File: config.mk
export PLATFORM = sky130hd
export DESIGN_NAME = packet_deframer_crc_check_core
export DESIGN_NICKNAME = d
export VERILOG_FILES = /design/src/hw/rtl/pdcc_pkg.sv /design/src/hw/rtl/pdcc_parser.sv /design/src/hw/rtl/packet_deframer_crc_check_core.sv
export VERILOG_INCLUDE_DIRS = /design/src /design/src/hw/rtl
export SDC_FILE = /design/constraint.sdc
export NUM_CORES = 1
export LEC_CHECK = 0
export ABC_CLOCK_PERIOD_IN_PS = 14040
export BUFFER_PORTS_ARGS = -buffer_cell sky130_fd_sc_hd__buf_2
export CORE_MARGIN = 5
export CORE_UTILIZATION = 35
export CTS_CLUSTER_DIAMETER = 100
export DETAILED_ROUTE_END_ITERATION = 16
export HOLD_SLACK_MARGIN = 0.15
export PLACE_DENSITY = 0.6
export SETUP_SLACK_MARGIN = 0.2
export SKIP_CTS_REPAIR_TIMING = 1
export SYNTH_ARGS = -nofsm -noshare
export SYNTH_HDL_FRONTEND = slang
export SYNTH_SLANG_ARGS = --single-unit
File: constraint.sdc
create_clock -name clock -period 14.04 [get_ports clock]
set_input_delay 0.702 -clock clock [delete_from_list [all_inputs] [get_ports clock]]
set_output_delay 0.702 -clock clock [all_outputs]
set_load 0.05 [all_outputs]
File: src/hw/rtl/packet_deframer_crc_check_core_defines.svh
// ----------------------------------------------------------------------------
// Packet deframer assertion macros
// Shared concurrent assertion forms used by the deframer RTL.
// ----------------------------------------------------------------------------
`ifndef PACKET_DEFRAMER_CRC_CHECK_CORE_DEFINES_SVH
`define PACKET_DEFRAMER_CRC_CHECK_CORE_DEFINES_SVH

// Same-cycle implication, disabled during reset.
`define PDCC_ASSERT_SAME(lbl, clk, rst, ante, cons, msg) \
   lbl: assert property (@(posedge clk) disable iff (rst) (ante) |-> (cons)) \
      else $error(msg);

// Next-cycle implication, disabled during reset.
`define PDCC_ASSERT_NEXT(lbl, clk, rst, ante, cons, msg) \
   lbl: assert property (@(posedge clk) disable iff (rst) (ante) |=> (cons)) \
      else $error(msg);

`endif

File: src/hw/rtl/pdcc_pkg.sv
// ----------------------------------------------------------------------------
// Packet deframer package
// Header layout constants, status codes, result type and CRC-32 byte update.
// ----------------------------------------------------------------------------
package pdcc_pkg;

   localparam int MAX_PAYLOAD_DEFAULT = 512;
   localparam int HDR_BYTES           = 12;
   localparam int CRC_BYTES           = 4;
   localparam int LEN_W               = 16;
   // wide enough for a 16-bit length plus header and trailer
   localparam int CMP_W               = 18;

   localparam logic [1:0]  TYPE_NONE = 2'd0;
   localparam logic [1:0]  TYPE_DATA = 2'd1;
   localparam logic [7:0]  HDR0_CRC_MASK = 8'hDF;
   localparam logic [31:0] CRC_INIT  = 32'hFFFF_FFFF;
   localparam logic [31:0] CRC_POLY  = 32'hEDB8_8320;

   typedef enum logic [2:0] {
      STATUS_OK          = 3'd0,
      STATUS_TYPE_ERR    = 3'd1,
      STATUS_LEN_ERR     = 3'd2,
      STATUS_HDR_CRC_ERR = 3'd3,
      STATUS_PLD_CRC_ERR = 3'd4
   } status_type;

   typedef enum logic {
      KIND_PAYLOAD = 1'b0,
      KIND_STATUS  = 1'b1
   } kind_type;

   typedef struct packed {
      kind_type    kind;
      logic [7:0]  payload_byte;
      status_type  status;
      logic [1:0]  packet_type;
      logic        truncated_flag;
      logic [4:0]  window_size;
      logic [7:0]  sequence_number;
      logic [9:0]  payload_length;
      logic [31:0] time_stamp;
   } result_type;

   // Reflected CRC-32, one byte
   function automatic logic [31:0] crc32_byte(logic [31:0] crc, logic [7:0] data);
      logic [31:0] c;
      c = crc ^ {24'd0, data};
      for (int i = 0; i < 8; i++) begin
         c = c[0] ? ((c >> 1) ^ CRC_POLY) : (c >> 1);
      end
      return c;
   endfunction

endpackage

File: src/hw/rtl/pdcc_parser.sv
// ----------------------------------------------------------------------------
// Packet deframer parser
// Byte position tracking, header capture, CRC checks and result forming.
// ----------------------------------------------------------------------------
module pdcc_parser #(
   parameter int MAX_PAYLOAD = pdcc_pkg::MAX_PAYLOAD_DEFAULT
) (
   input  logic                 clock,
   input  logic                 reset,
   input  logic                 step,
   input  logic [7:0]           data_byte,
   input  logic                 start_req,
   output logic                 res_valid,
   output pdcc_pkg::result_type res
);

   localparam int POS_W = $clog2(MAX_PAYLOAD + pdcc_pkg::HDR_BYTES + pdcc_pkg::CRC_BYTES + 1);
   localparam int LEN_W = pdcc_pkg::LEN_W;
   localparam int CMP_W = pdcc_pkg::CMP_W;

   logic [POS_W-1:0] pos_ff, pos_in, pos_e;
   logic             idle_ff, idle_in, idle_e;
   logic [31:0]      crc_ff, crc_in, crc_e, crc_next;
   logic [31:0]      rcv_ff, rcv_in, rcv_e, rcv_shift;
   logic [7:0]       hdr0_ff, hdr0_in, hdr0_e;
   logic [7:0]       seq_ff, seq_in, seq_e;
   logic [LEN_W-1:0] len_ff, len_in, len_e, len_full;
   logic [31:0]      ts_ff, ts_in, ts_e;
   logic [7:0]       feed_byte;
   logic [CMP_W-1:0] pos_x, len_x;
   logic             finish, emit_pld;
   pdcc_pkg::status_type fin_status;

   always_comb begin
      // a start mark drops any packet in progress
      if (step && start_req) begin
         pos_e  = '0;
         idle_e = 1'b0;
         crc_e  = pdcc_pkg::CRC_INIT;
         rcv_e  = '0;
         hdr0_e = '0;
         seq_e  = '0;
         len_e  = '0;
         ts_e   = '0;
      end else begin
         pos_e  = pos_ff;
         idle_e = idle_ff;
         crc_e  = crc_ff;
         rcv_e  = rcv_ff;
         hdr0_e = hdr0_ff;
         seq_e  = seq_ff;
         len_e  = len_ff;
         ts_e   = ts_ff;
      end

      feed_byte = (pos_e == '0) ? (data_byte & pdcc_pkg::HDR0_CRC_MASK) : data_byte;
      crc_next  = pdcc_pkg::crc32_byte(crc_e, feed_byte);
      rcv_shift = {rcv_e[23:0], data_byte};
      len_full  = {len_e[LEN_W-1:8], data_byte};
      pos_x     = CMP_W'(pos_e);
      len_x     = CMP_W'(len_e);

      pos_in     = pos_e;
      idle_in    = idle_e;
      crc_in     = crc_e;
      rcv_in     = rcv_e;
      hdr0_in    = hdr0_e;
      seq_in     = seq_e;
      len_in     = len_e;
      ts_in      = ts_e;
      finish     = 1'b0;
      emit_pld   = 1'b0;
      fin_status = pdcc_pkg::STATUS_OK;

      if (step && !idle_e) begin
         pos_in = pos_e + POS_W'(1);
         if (pos_e == '0) begin
            hdr0_in = data_byte;
            crc_in  = crc_next;
            if (data_byte[7:6] == pdcc_pkg::TYPE_NONE ||
                (data_byte[5] && data_byte[7:6] != pdcc_pkg::TYPE_DATA)) begin
               finish     = 1'b1;
               fin_status = pdcc_pkg::STATUS_TYPE_ERR;
            end
         end else if (pos_e < POS_W'(8)) begin
            crc_in = crc_next;
            if (pos_e == POS_W'(1)) begin
               seq_in = data_byte;
            end else if (pos_e == POS_W'(2)) begin
               len_in = {data_byte, 8'h00};
            end else if (pos_e == POS_W'(3)) begin
               len_in = len_full;
               if (len_full > LEN_W'(MAX_PAYLOAD)) begin
                  finish     = 1'b1;
                  fin_status = pdcc_pkg::STATUS_LEN_ERR;
               end
            end else begin
               ts_in[{pos_e[1:0], 3'b000} +: 8] = data_byte;
            end
         end else if (pos_e < POS_W'(pdcc_pkg::HDR_BYTES)) begin
            rcv_in = rcv_shift;
            if (pos_e == POS_W'(pdcc_pkg::HDR_BYTES - 1)) begin
               if (~crc_e != rcv_shift) begin
                  finish     = 1'b1;
                  fin_status = pdcc_pkg::STATUS_HDR_CRC_ERR;
               end else if (len_e == '0) begin
                  finish = 1'b1;
               end else begin
                  crc_in = pdcc_pkg::CRC_INIT;
                  rcv_in = '0;
               end
            end
         end else if (pos_x < len_x + CMP_W'(pdcc_pkg::HDR_BYTES)) begin
            crc_in   = crc_next;
            emit_pld = 1'b1;
         end else begin
            rcv_in = rcv_shift;
            if (pos_x == len_x + CMP_W'(pdcc_pkg::HDR_BYTES + pdcc_pkg::CRC_BYTES - 1)) begin
               finish     = 1'b1;
               fin_status = (~crc_e != rcv_shift) ? pdcc_pkg::STATUS_PLD_CRC_ERR
                                                  : pdcc_pkg::STATUS_OK;
            end
         end
         if (finish) begin
            idle_in = 1'b1;
         end
      end

      res_valid           = finish || emit_pld;
      res.kind            = finish ? pdcc_pkg::KIND_STATUS : pdcc_pkg::KIND_PAYLOAD;
      res.payload_byte    = emit_pld ? data_byte : 8'd0;
      res.status          = finish ? fin_status : pdcc_pkg::STATUS_OK;
      res.packet_type     = hdr0_in[7:6];
      res.truncated_flag  = hdr0_in[5];
      res.window_size     = hdr0_in[4:0];
      res.sequence_number = seq_in;
      res.payload_length  = len_in[9:0];
      res.time_stamp      = ts_in;
   end

   always_ff @(posedge clock) begin
      if (reset) begin
         pos_ff  <= '0;
         idle_ff <= 1'b1;
         crc_ff  <= pdcc_pkg::CRC_INIT;
         rcv_ff  <= '0;
         hdr0_ff <= '0;
         seq_ff  <= '0;
         len_ff  <= '0;
         ts_ff   <= '0;
      end else begin
         pos_ff  <= pos_in;
         idle_ff <= idle_in;
         crc_ff  <= crc_in;
         rcv_ff  <= rcv_in;
         hdr0_ff <= hdr0_in;
         seq_ff  <= seq_in;
         len_ff  <= len_in;
         ts_ff   <= ts_in;
      end
   end

endmodule

File: src/hw/rtl/packet_deframer_crc_check_core.sv
// ----------------------------------------------------------------------------
// Packet deframer with CRC-32 header and payload check
// Parses a byte stream into header fields, forwards payload bytes and
// reports a final status per packet.
// ----------------------------------------------------------------------------
//  channel   | ports  | moves
//  ----------+--------+-------------------------------------------------
//  input     | req_*  | one packet byte plus start mark per transaction
//  result    | rsp_*  | payload byte or final packet status per transaction
//
// One byte per cycle sustained while rsp_ready stays high; rsp_valid rises once its
// byte has passed the input register and then the result register, with the
// byte-wide CRC-32 update and field capture between those registers.
// Reset is synchronous; no clearing pass, the block is ready right after it.
// A stall on rsp_ready holds the result register and backs up into the
// input register, which then drops req_ready.
// ----------------------------------------------------------------------------
`include "packet_deframer_crc_check_core_defines.svh"

module packet_deframer_crc_check_core #(
   parameter int MAX_PAYLOAD = pdcc_pkg::MAX_PAYLOAD_DEFAULT
) (
   input  logic        clock,
   input  logic        reset,
   input  logic        req_valid,
   output logic        req_ready,
   input  logic [7:0]  req_data_byte,
   input  logic        req_start_req,
   output logic        rsp_valid,
   input  logic        rsp_ready,
   output logic        rsp_kind,
   output logic [7:0]  rsp_payload_byte,
   output logic [2:0]  rsp_status,
   output logic [1:0]  rsp_packet_type,
   output logic        rsp_truncated_flag,
   output logic [4:0]  rsp_window_size,
   output logic [7:0]  rsp_sequence_number,
   output logic [9:0]  rsp_payload_length,
   output logic [31:0] rsp_time_stamp
);

   logic                 in_valid_ff, in_valid_in;
   logic [7:0]           in_data_ff;
   logic                 in_start_ff;
   logic                 rsp_valid_ff, rsp_valid_in;
   pdcc_pkg::result_type rsp_res_ff;
   pdcc_pkg::result_type res;
   logic                 res_valid;
   logic                 go;

   // the held byte moves on when the result slot is free or being drained
   assign go        = in_valid_ff && (!rsp_valid_ff || rsp_ready);
   assign req_ready = !in_valid_ff || go;

   pdcc_parser #(
      .MAX_PAYLOAD(MAX_PAYLOAD)
   ) u_parser (
      .clock     (clock),
      .reset     (reset),
      .step      (go),
      .data_byte (in_data_ff),
      .start_req (in_start_ff),
      .res_valid (res_valid),
      .res       (res)
   );

   always_comb begin
      in_valid_in = in_valid_ff;
      if (req_valid && req_ready) begin
         in_valid_in = 1'b1;
      end else if (go) begin
         in_valid_in = 1'b0;
      end

      rsp_valid_in = rsp_valid_ff;
      if (go && res_valid) begin
         rsp_valid_in = 1'b1;
      end else if (rsp_ready) begin
         rsp_valid_in = 1'b0;
      end
   end

   always_ff @(posedge clock) begin
      if (reset) begin
         in_valid_ff  <= 1'b0;
         rsp_valid_ff <= 1'b0;
      end else begin
         in_valid_ff  <= in_valid_in;
         rsp_valid_ff <= rsp_valid_in;
      end
      if (req_valid && req_ready) begin
         in_data_ff  <= req_data_byte;
         in_start_ff <= req_start_req;
      end
      if (go && res_valid) begin
         rsp_res_ff <= res;
      end
   end

   assign rsp_valid           = rsp_valid_ff;
   assign rsp_kind            = rsp_res_ff.kind;
   assign rsp_payload_byte    = rsp_res_ff.payload_byte;
   assign rsp_status          = rsp_res_ff.status;
   assign rsp_packet_type     = rsp_res_ff.packet_type;
   assign rsp_truncated_flag  = rsp_res_ff.truncated_flag;
   assign rsp_window_size     = rsp_res_ff.window_size;
   assign rsp_sequence_number = rsp_res_ff.sequence_number;
   assign rsp_payload_length  = rsp_res_ff.payload_length;
   assign rsp_time_stamp      = rsp_res_ff.time_stamp;

   // payload bytes only exist for packets with a nonzero length
   `PDCC_ASSERT_SAME(a_pld_has_length, clock, reset,
      rsp_valid && rsp_kind == pdcc_pkg::KIND_PAYLOAD,
      rsp_payload_length != 10'd0 && rsp_status == pdcc_pkg::STATUS_OK,
      "payload transaction without a header length")

   // a type error must match the captured header byte
   `PDCC_ASSERT_SAME(a_type_err_fields, clock, reset,
      rsp_valid && rsp_kind == pdcc_pkg::KIND_STATUS &&
      rsp_status == pdcc_pkg::STATUS_TYPE_ERR,
      rsp_packet_type == pdcc_pkg::TYPE_NONE ||
      (rsp_truncated_flag && rsp_packet_type != pdcc_pkg::TYPE_DATA),
      "type error reported for a valid header byte")

   // a byte stuck behind a full result slot is not lost
   `PDCC_ASSERT_NEXT(a_in_hold, clock, reset,
      in_valid_ff && rsp_valid_ff && !rsp_ready,
      in_valid_ff && $stable(in_data_ff) && $stable(in_start_ff),
      "held input byte lost during result stall")

endmodule

# Word-level counts from Yosys, hierarchy flattened
# Index checks and enable logic that the tools add are counted.
dict set report word_totals {
  register_bits 220
  inputBits 13
  output_inout_bits 72
  elab_cells 160
}
dict set report classes {
  addsub 4
  order_cmp 4
  n_eq_ne 7
  shift 2
  mux 93
  n_bitwise 10
  n_reduce_logical 19
}
# op n
set ops {}
lappend ops {{32-bit two-way mux} 33}
lappend ops {{13-bit inverter with 14-bit output} 8}
lappend ops {{16-bit two-way mux} 6}
lappend ops {{8-bit two-way mux} 9}
lappend ops {{16-bit by 4-bit adder with 17-bit output, second input constant} 2}
lappend ops {{32-bit bitwise mux} 1}
lappend ops {{32-bit inequality test} 1}
lappend ops {{32-bit inverter} 1}
lappend ops {{8-bit by 7-bit variable shift with 32-bit output, first input constant} 1}
lappend ops {{8-bit by 7-bit variable part select with 32-bit output} 1}
lappend ops {{32-bit by 8-bit XOR with 32-bit output} 1}
lappend ops {{3-bit two-way mux} 10}
lappend ops {{1-bit two-way mux} 29}
lappend ops {{10-bit by 2-bit equality test with 1-bit output, second input constant} 2}
lappend ops {{10-bit by 4-bit less-than comparator with 1-bit output, second input constant} 2}
lappend ops {{10-bit two-way mux} 2}
lappend ops {{10-bit by 18-bit equality test with 1-bit output} 1}
lappend ops {{10-bit by 18-bit less-than comparator with 1-bit output} 1}
lappend ops {{16-bit by 10-bit greater-than comparator with 1-bit output, second input constant} 1}
lappend ops {{16-bit logical NOT} 1}
lappend ops {{10-bit by 1-bit adder with 10-bit output, second input constant} 1}
lappend ops {{10-bit by 1-bit equality test with 1-bit output, second input constant} 1}
lappend ops {{10-bit by 4-bit equality test with 1-bit output, second input constant} 1}
lappend ops {{10-bit logical NOT} 1}
lappend ops {{10 further kinds} 22}

# Logic depth before layout (Yosys ltp)
dict set report logic_depth {
  depth_word 29
  mapped_depth 20
  ltp_nobuf 13
}

# Hierarchy
# A second synthesis with hierarchy kept.
dict set report hier_totals {
  cells_unflattened 1100
  hier_area_um2 10512.6
}
# module instances cells_each area_per_inst_um2 seq_area_each_um2
set by_module_without_submodules {}
lappend by_module_without_submodules {pdcc_parser 1 1010 8037.7 2622.5}
lappend by_module_without_submodules {packet_deframer_crc_check_core 1 90 2474.9 2412.3}

# Worst setup path after synthesis
# OpenSTA, ideal clock, no wires.
dict set report synth_timing {
  kind {input to register}
  from {input port rsp_ready}
  to {register rsp_res_ff (netlist bit rsp_kind) (enable)}
  setup_ns 0.398
  arrival_time_ns 4.753
  required_ns 13.642
  path_slack_ns 8.890
  stages 18
  path_buffers 6
  cell_sequence {nand2b_1 > buf_2 > buf_4 > nand2_1 > clkbuf_1 > clkbuf_1 > clkbuf_1 > buf_1 > nand3_1 > ha_1 > and4_1 > o21ai_0 > a31o_2 > a21oi_1 > o211ai_1 > nand4bb_1 > nand3_1 > or2_2}
}
dict set report synth_via {
  elab_chain_cells 15
  word_cells_on_any_way 46
  cone_classes {add/sub: 2; order compare: 4; eq/ne: 6; mux: 24; bitwise: 1; reduce/logical: 9}
}
# element line_no
set synth_rtl {}
lappend synth_rtl {{start: declaration} packet_deframer_crc_check_core.sv:30} ;# input logic rsp_ready,
lappend synth_rtl {{1-bit logical OR *} packet_deframer_crc_check_core.sv:52} ;# assign go = in_valid_ff && (!rsp_valid_ff || rsp_ready);
lappend synth_rtl {{1-bit logical AND *} packet_deframer_crc_check_core.sv:52}
lappend synth_rtl {{parallel branches: the longest is 12 deep, another holds 10-bit by 18-bit less-than comparator with 1-bit output} n/a}
lappend synth_rtl {{1-bit logical AND *} packet_deframer_crc_check_core.sv:95} ;# if (go && res_valid) begin
lappend synth_rtl {{end signal: assignment} packet_deframer_crc_check_core.sv:96} ;# rsp_res_ff <= res;
lappend synth_rtl {{end: declaration} packet_deframer_crc_check_core.sv:46} ;# pdcc_pkg::result_type rsp_res_ff;
# Mark *: on every way between the ends. The select of a mux whose other input is x is not followed.
# A chain may end at the register's enable or synchronous reset.

# Worst setup path in the final report
dict set report layout_timing {
  from {input port rsp_ready}
  to {register rsp_res_ff (netlist bit rsp_payload_length[5]) (enable)}
}
# Same word-level chain as after synthesis.

==> run_summary.xml <==
<?xml version="1.0" encoding="UTF-8"?>
<metrics>
  <group name="clocking">
    <metric name="clkSinkCount" unit="">212</metric>
    <metric name="clockRootBuffer" unit="">sky130_fd_sc_hd__clkbuf_16</metric>
    <metric name="path_clk_slew" unit="ns">0.06</metric>
    <metric name="clock_latency" unit="ns">0.53</metric>
    <metric name="cts.path.max_buffers" unit="">3</metric>
    <metric name="cts_tree" unit="">done</metric>
    <metric name="cts_buffers" unit="">24</metric>
    <metric name="ctsHtreeMaxLevel" unit="">1</metric>
  </group>
  <group name="drt">
    <metric name="detail_route.iter0.violations" unit="">674</metric>
    <metric name="drt.antenna.violating_nets" unit="">0</metric>
    <metric name="detail_route.first_pass.iterations" unit="">5</metric>
    <metric name="drcViolationCount" unit="">0</metric>
    <metric name="finalWirelength" unit="um">28090</metric>
    <metric name="routed-via-count" unit="">7845</metric>
    <metric name="routed_via_density" unit="">5.195</metric>
    <metric name="avgRoutedWirePerCell" unit="um">18.60</metric>
  </group>
  <group name="place">
    <metric name="place.gp.congestion" unit="">0.9096</metric>
    <metric name="place.detailed.hpwl" unit="um">18470</metric>
    <metric name="postPlaceCellArea" unit="um^2">11070</metric>
    <metric name="placement.io_buffers" unit="">84</metric>
  </group>
  <group name="sta">
    <metric name="rsz_0062_raised_after_global_routing" unit="">no</metric>
    <metric name="fin_crit" unit="ns">5.215</metric>
    <metric name="final.setup_skew" unit="ns">0.01729</metric>
    <metric name="max_slew_violation_count" unit="">0</metric>
    <metric name="report.final.hold_viol_count" unit="">0</metric>
    <metric name="final-setup-viol-count" unit="">0</metric>
    <metric name="worst_slew_pin_slew" unit="ns">1.129</metric>
    <metric name="fin_worst_hold_slack" unit="ns">0.3582</metric>
    <metric name="max-slew-margin-rel" unit="%">24.70</metric>
    <metric name="fin_tns_setup" unit="ns">0</metric>
    <metric name="final_min_period_over_clock_period" unit="%">37.14</metric>
    <metric name="max_freq" unit="GHz">0.1918</metric>
  </group>
  <group name="critical_path">
    <metric name="worstSetupStartpointType" unit="">primary input</metric>
    <metric name="worst-setup-path-type" unit="">primary input to flop</metric>
    <metric name="critical_path_required" unit="ns">14.18</metric>
    <metric name="critPathArrivalTime" unit="ns">5.36</metric>
    <metric name="critPathCaptureType" unit="">flop</metric>
    <metric name="peak_fanout_along_the_critical_path" unit="">82</metric>
  </group>
  <group name="job">
    <metric name="maxCapViolCount" unit="">0</metric>
  </group>
  <group name="global_routing">
    <metric name="global_route.usage.total" unit="%">16.38</metric>
    <metric name="grt_max_degree" unit="">83</metric>
    <metric name="grt_antenna_before_repair" unit="">0</metric>
    <metric name="first_global_vias" unit="">7664</metric>
    <metric name="globalRoute.totalOverflow" unit="">0</metric>
    <metric name="grt_pass1_wl" unit="um">43760</metric>
  </group>
  <group name="logic_synthesis">
    <metric name="number_of_synthesized_flops_with_an_enable_pin" unit="">79</metric>
    <metric name="postSynth.asyncResetShare" unit="%">0</metric>
    <metric name="ys_seq_area_share" unit="%">48.45</metric>
    <metric name="yosys-top-cells-area" unit="">sky130_fd_sc_hd__dfxtp_1 (26%), sky130_fd_sc_hd__edfxtp_1 (23%), sky130_fd_sc_hd__xnor2_1 (7.2%)</metric>
    <metric name="syn_area_per_cell" unit="um^2">9.869</metric>
    <metric name="synthDominantAreaCellType" unit="">sky130_fd_sc_hd__dfxtp_1</metric>
    <metric name="synth-warning-count" unit="">0</metric>
    <metric name="mappedNetlistArea" unit="um^2">10390</metric>
    <metric name="syn_inst" unit="">1053</metric>
    <metric name="synth_nets" unit="">1086</metric>
    <metric name="synth.distinct_cells" unit="">79</metric>
    <metric name="post_synth_top_area_share" unit="%">25.62</metric>
    <metric name="postSynthRegisterBits" unit="">212</metric>
    <metric name="ys_dominant_reg_cell" unit="">sky130_fd_sc_hd__dfxtp_1</metric>
  </group>
  <group name="floorplanning">
    <metric name="core_area" unit="um^2">29480</metric>
    <metric name="floorplan.initialDensity" unit="%">35.25</metric>
    <metric name="fp-row-count" unit="">63</metric>
    <metric name="die_outline_area" unit="um^2">33240</metric>
    <metric name="floorplan.die.height" unit="um">182.3</metric>
    <metric name="chipWidth" unit="um">182.3</metric>
    <metric name="io_pins" unit="">85</metric>
  </group>
  <group name="power">
    <metric name="leakagePower" unit="nW">4.493</metric>
    <metric name="worst_ir_drop_vdd" unit="mV">0.07233</metric>
    <metric name="totalPowerFinal" unit="mW">1.473</metric>
    <metric name="cellPowerDensity" unit="nW/um^2">124.2</metric>
  </group>
  <group name="final_layout">
    <metric name="insertedDiodeCount" unit="">0</metric>
    <metric name="layout.cell_area.non_filler" unit="um^2">11860</metric>
    <metric name="nets_final" unit="">1135</metric>
    <metric name="nFillCells" unit="">2933</metric>
    <metric name="drive_above_1_share" unit="%">16.52</metric>
    <metric name="syn2layout_area_growth" unit="%">14.13</metric>
  </group>
  <group name="worst_hold_path">
    <metric name="worst_hold_path_type" unit="">primary input to flop</metric>
  </group>
  <group name="status">
    <metric name="outcome" unit="">finished clean</metric>
  </group>
</metrics>
==> kinds of logic after synthesis <==
logic type,synth area share [%]
mux,0.9993
buf+inv,3.648
compound gates,14.18
xor+xnor,10.39
fa+ha+maj,2.408
flops,48.45
simple gates,19.93
==> where the power goes <==
part	switching, mW	internal (mW)
Clock	0.261	0.362
Combinational	0.106	0.0767
Sequential	0.0168	0.650
==> registers in the layout, indices dropped and copies added, names as in the netlist, 2 cells and up <==
signal               flops
in_data_ff               8
rsp_packet_type          2
rsp_payload_byte         8
rsp_payload_length      10
rsp_sequence_number      8
rsp_status               3
rsp_time_stamp          32
rsp_window_size          5
u_parser.crc_ff         32
u_parser.hdr0_ff         8
u_parser.len_ff         16
u_parser.pos_ff         10
u_parser.rcv_ff         24
u_parser.seq_ff          8
u_parser.ts_ff          32
==> worst max-delay path, stage by stage <==
cell	delay (ns)
sky130_fd_sc_hd__buf_2	0.11
sky130_fd_sc_hd__nand2b_1	0.51
sky130_fd_sc_hd__nand2_2	0.20
sky130_fd_sc_hd__buf_4	0.70
sky130_fd_sc_hd__nand2_1	0.23
sky130_fd_sc_hd__ha_1	0.32
sky130_fd_sc_hd__nand2b_1	0.18
sky130_fd_sc_hd__a2111oi_0	0.51
sky130_fd_sc_hd__xnor2_1	0.17
sky130_fd_sc_hd__nand4_1	0.10
sky130_fd_sc_hd__a311oi_1	0.22
sky130_fd_sc_hd__nand4bb_1	0.25
sky130_fd_sc_hd__nand3_1	0.22
sky130_fd_sc_hd__or2_2	0.13
sky130_fd_sc_hd__buf_4	0.64
==> cells in the mapped netlist (21+ instances only) <==
master	number
sky130_fd_sc_hd__xor2_1	22
sky130_fd_sc_hd__o21ai_0	31
sky130_fd_sc_hd__and2_1	67
sky130_fd_sc_hd__clkbuf_1	40
sky130_fd_sc_hd__dfxtp_1	133
sky130_fd_sc_hd__a21oi_1	29
sky130_fd_sc_hd__nand3_1	67
sky130_fd_sc_hd__a22o_1	26
sky130_fd_sc_hd__nand2_1	114
sky130_fd_sc_hd__nor2_1	75
sky130_fd_sc_hd__xnor2_1	85
sky130_fd_sc_hd__edfxtp_1	79
sky130_fd_sc_hd__nor3_1	21
==> path summary, 6_finish.rpt <==
check / slack, ns / startpoint / cells past startpoint / end
setup / recovery: 8.83 / rsp_ready / 15 / rsp_payload_length[5]
hold / removal: 0.36 / req_data_byte[2] / 1 / in_data_ff[2]
setup reg to reg: 8.83 / rsp_valid / 14 / rsp_payload_length[5]
hold reg to reg: 0.50 / u_parser.crc_ff[3] / 1 / u_parser.crc_ff[3]
==> layout by cell type (no fill, tap or decap), types with 8 or more instances in the layout <==
master	Yosys	final
sky130_fd_sc_hd__a2bb2oi_1	20	20
sky130_fd_sc_hd__o21ai_0	31	31
sky130_fd_sc_hd__xor2_1	22	22
sky130_fd_sc_hd__ha_1	20	20
sky130_fd_sc_hd__nor3_1	21	21
sky130_fd_sc_hd__o21ai_2	10	10
sky130_fd_sc_hd__inv_1	12	12
sky130_fd_sc_hd__nor4_1	10	10
sky130_fd_sc_hd__a21oi_1	29	29
sky130_fd_sc_hd__a22o_1	26	26
sky130_fd_sc_hd__nor2_1	75	74
sky130_fd_sc_hd__and2_1	67	67
sky130_fd_sc_hd__xnor2_1	85	85
sky130_fd_sc_hd__nand2_1	114	113
sky130_fd_sc_hd__o21ai_1	13	13
sky130_fd_sc_hd__and3_1	8	8
sky130_fd_sc_hd__nand3_1	67	67
sky130_fd_sc_hd__dfxtp_1	133	133
sky130_fd_sc_hd__buf_4	5	12
sky130_fd_sc_hd__edfxtp_1	79	79
sky130_fd_sc_hd__buf_2	20	84
sky130_fd_sc_hd__clkbuf_16	0	24
==> layout make-up <==
type | count | area, um^2 | area share (%)
Inverter | 12 | 45.04 | 0.3797
Multi-Input combinational cell | 756 | 4996 | 42.12
Tap cell | 390 | 488.0 | 4.114
Clock inverter | 17 | 155.1 | 1.308
Sequential cell | 212 | 5035 | 42.45
Clock buffer | 27 | 631.9 | 5.327
Timing Repair Buffer | 96 | 510.5 | 4.304
==> layer usage <==
layer / vias to the layer above / GRT usage, % / routed length (um)
met2: 253 / 27.04 / 12970
li1: 3822 / - / -
met4: 0 / 3.933 / 629
met5: - / 0 / 0
met1: 3724 / 22.20 / 12580
met3: 46 / 3.329 / 1910
==> stage by stage <==
stage          setup slack, ns  util (%)  cells
2_1_floorplan            8.890         -   1053
3_3_place_gp             8.484     37.56   1466
3_5_place_dp             8.369     37.56   1466
4_1_cts                  8.923     40.23   1510
5_1_grt                  8.382     40.23   1510
6_report                 8.825     40.23   1510
(Power assumes the default switching activity.)
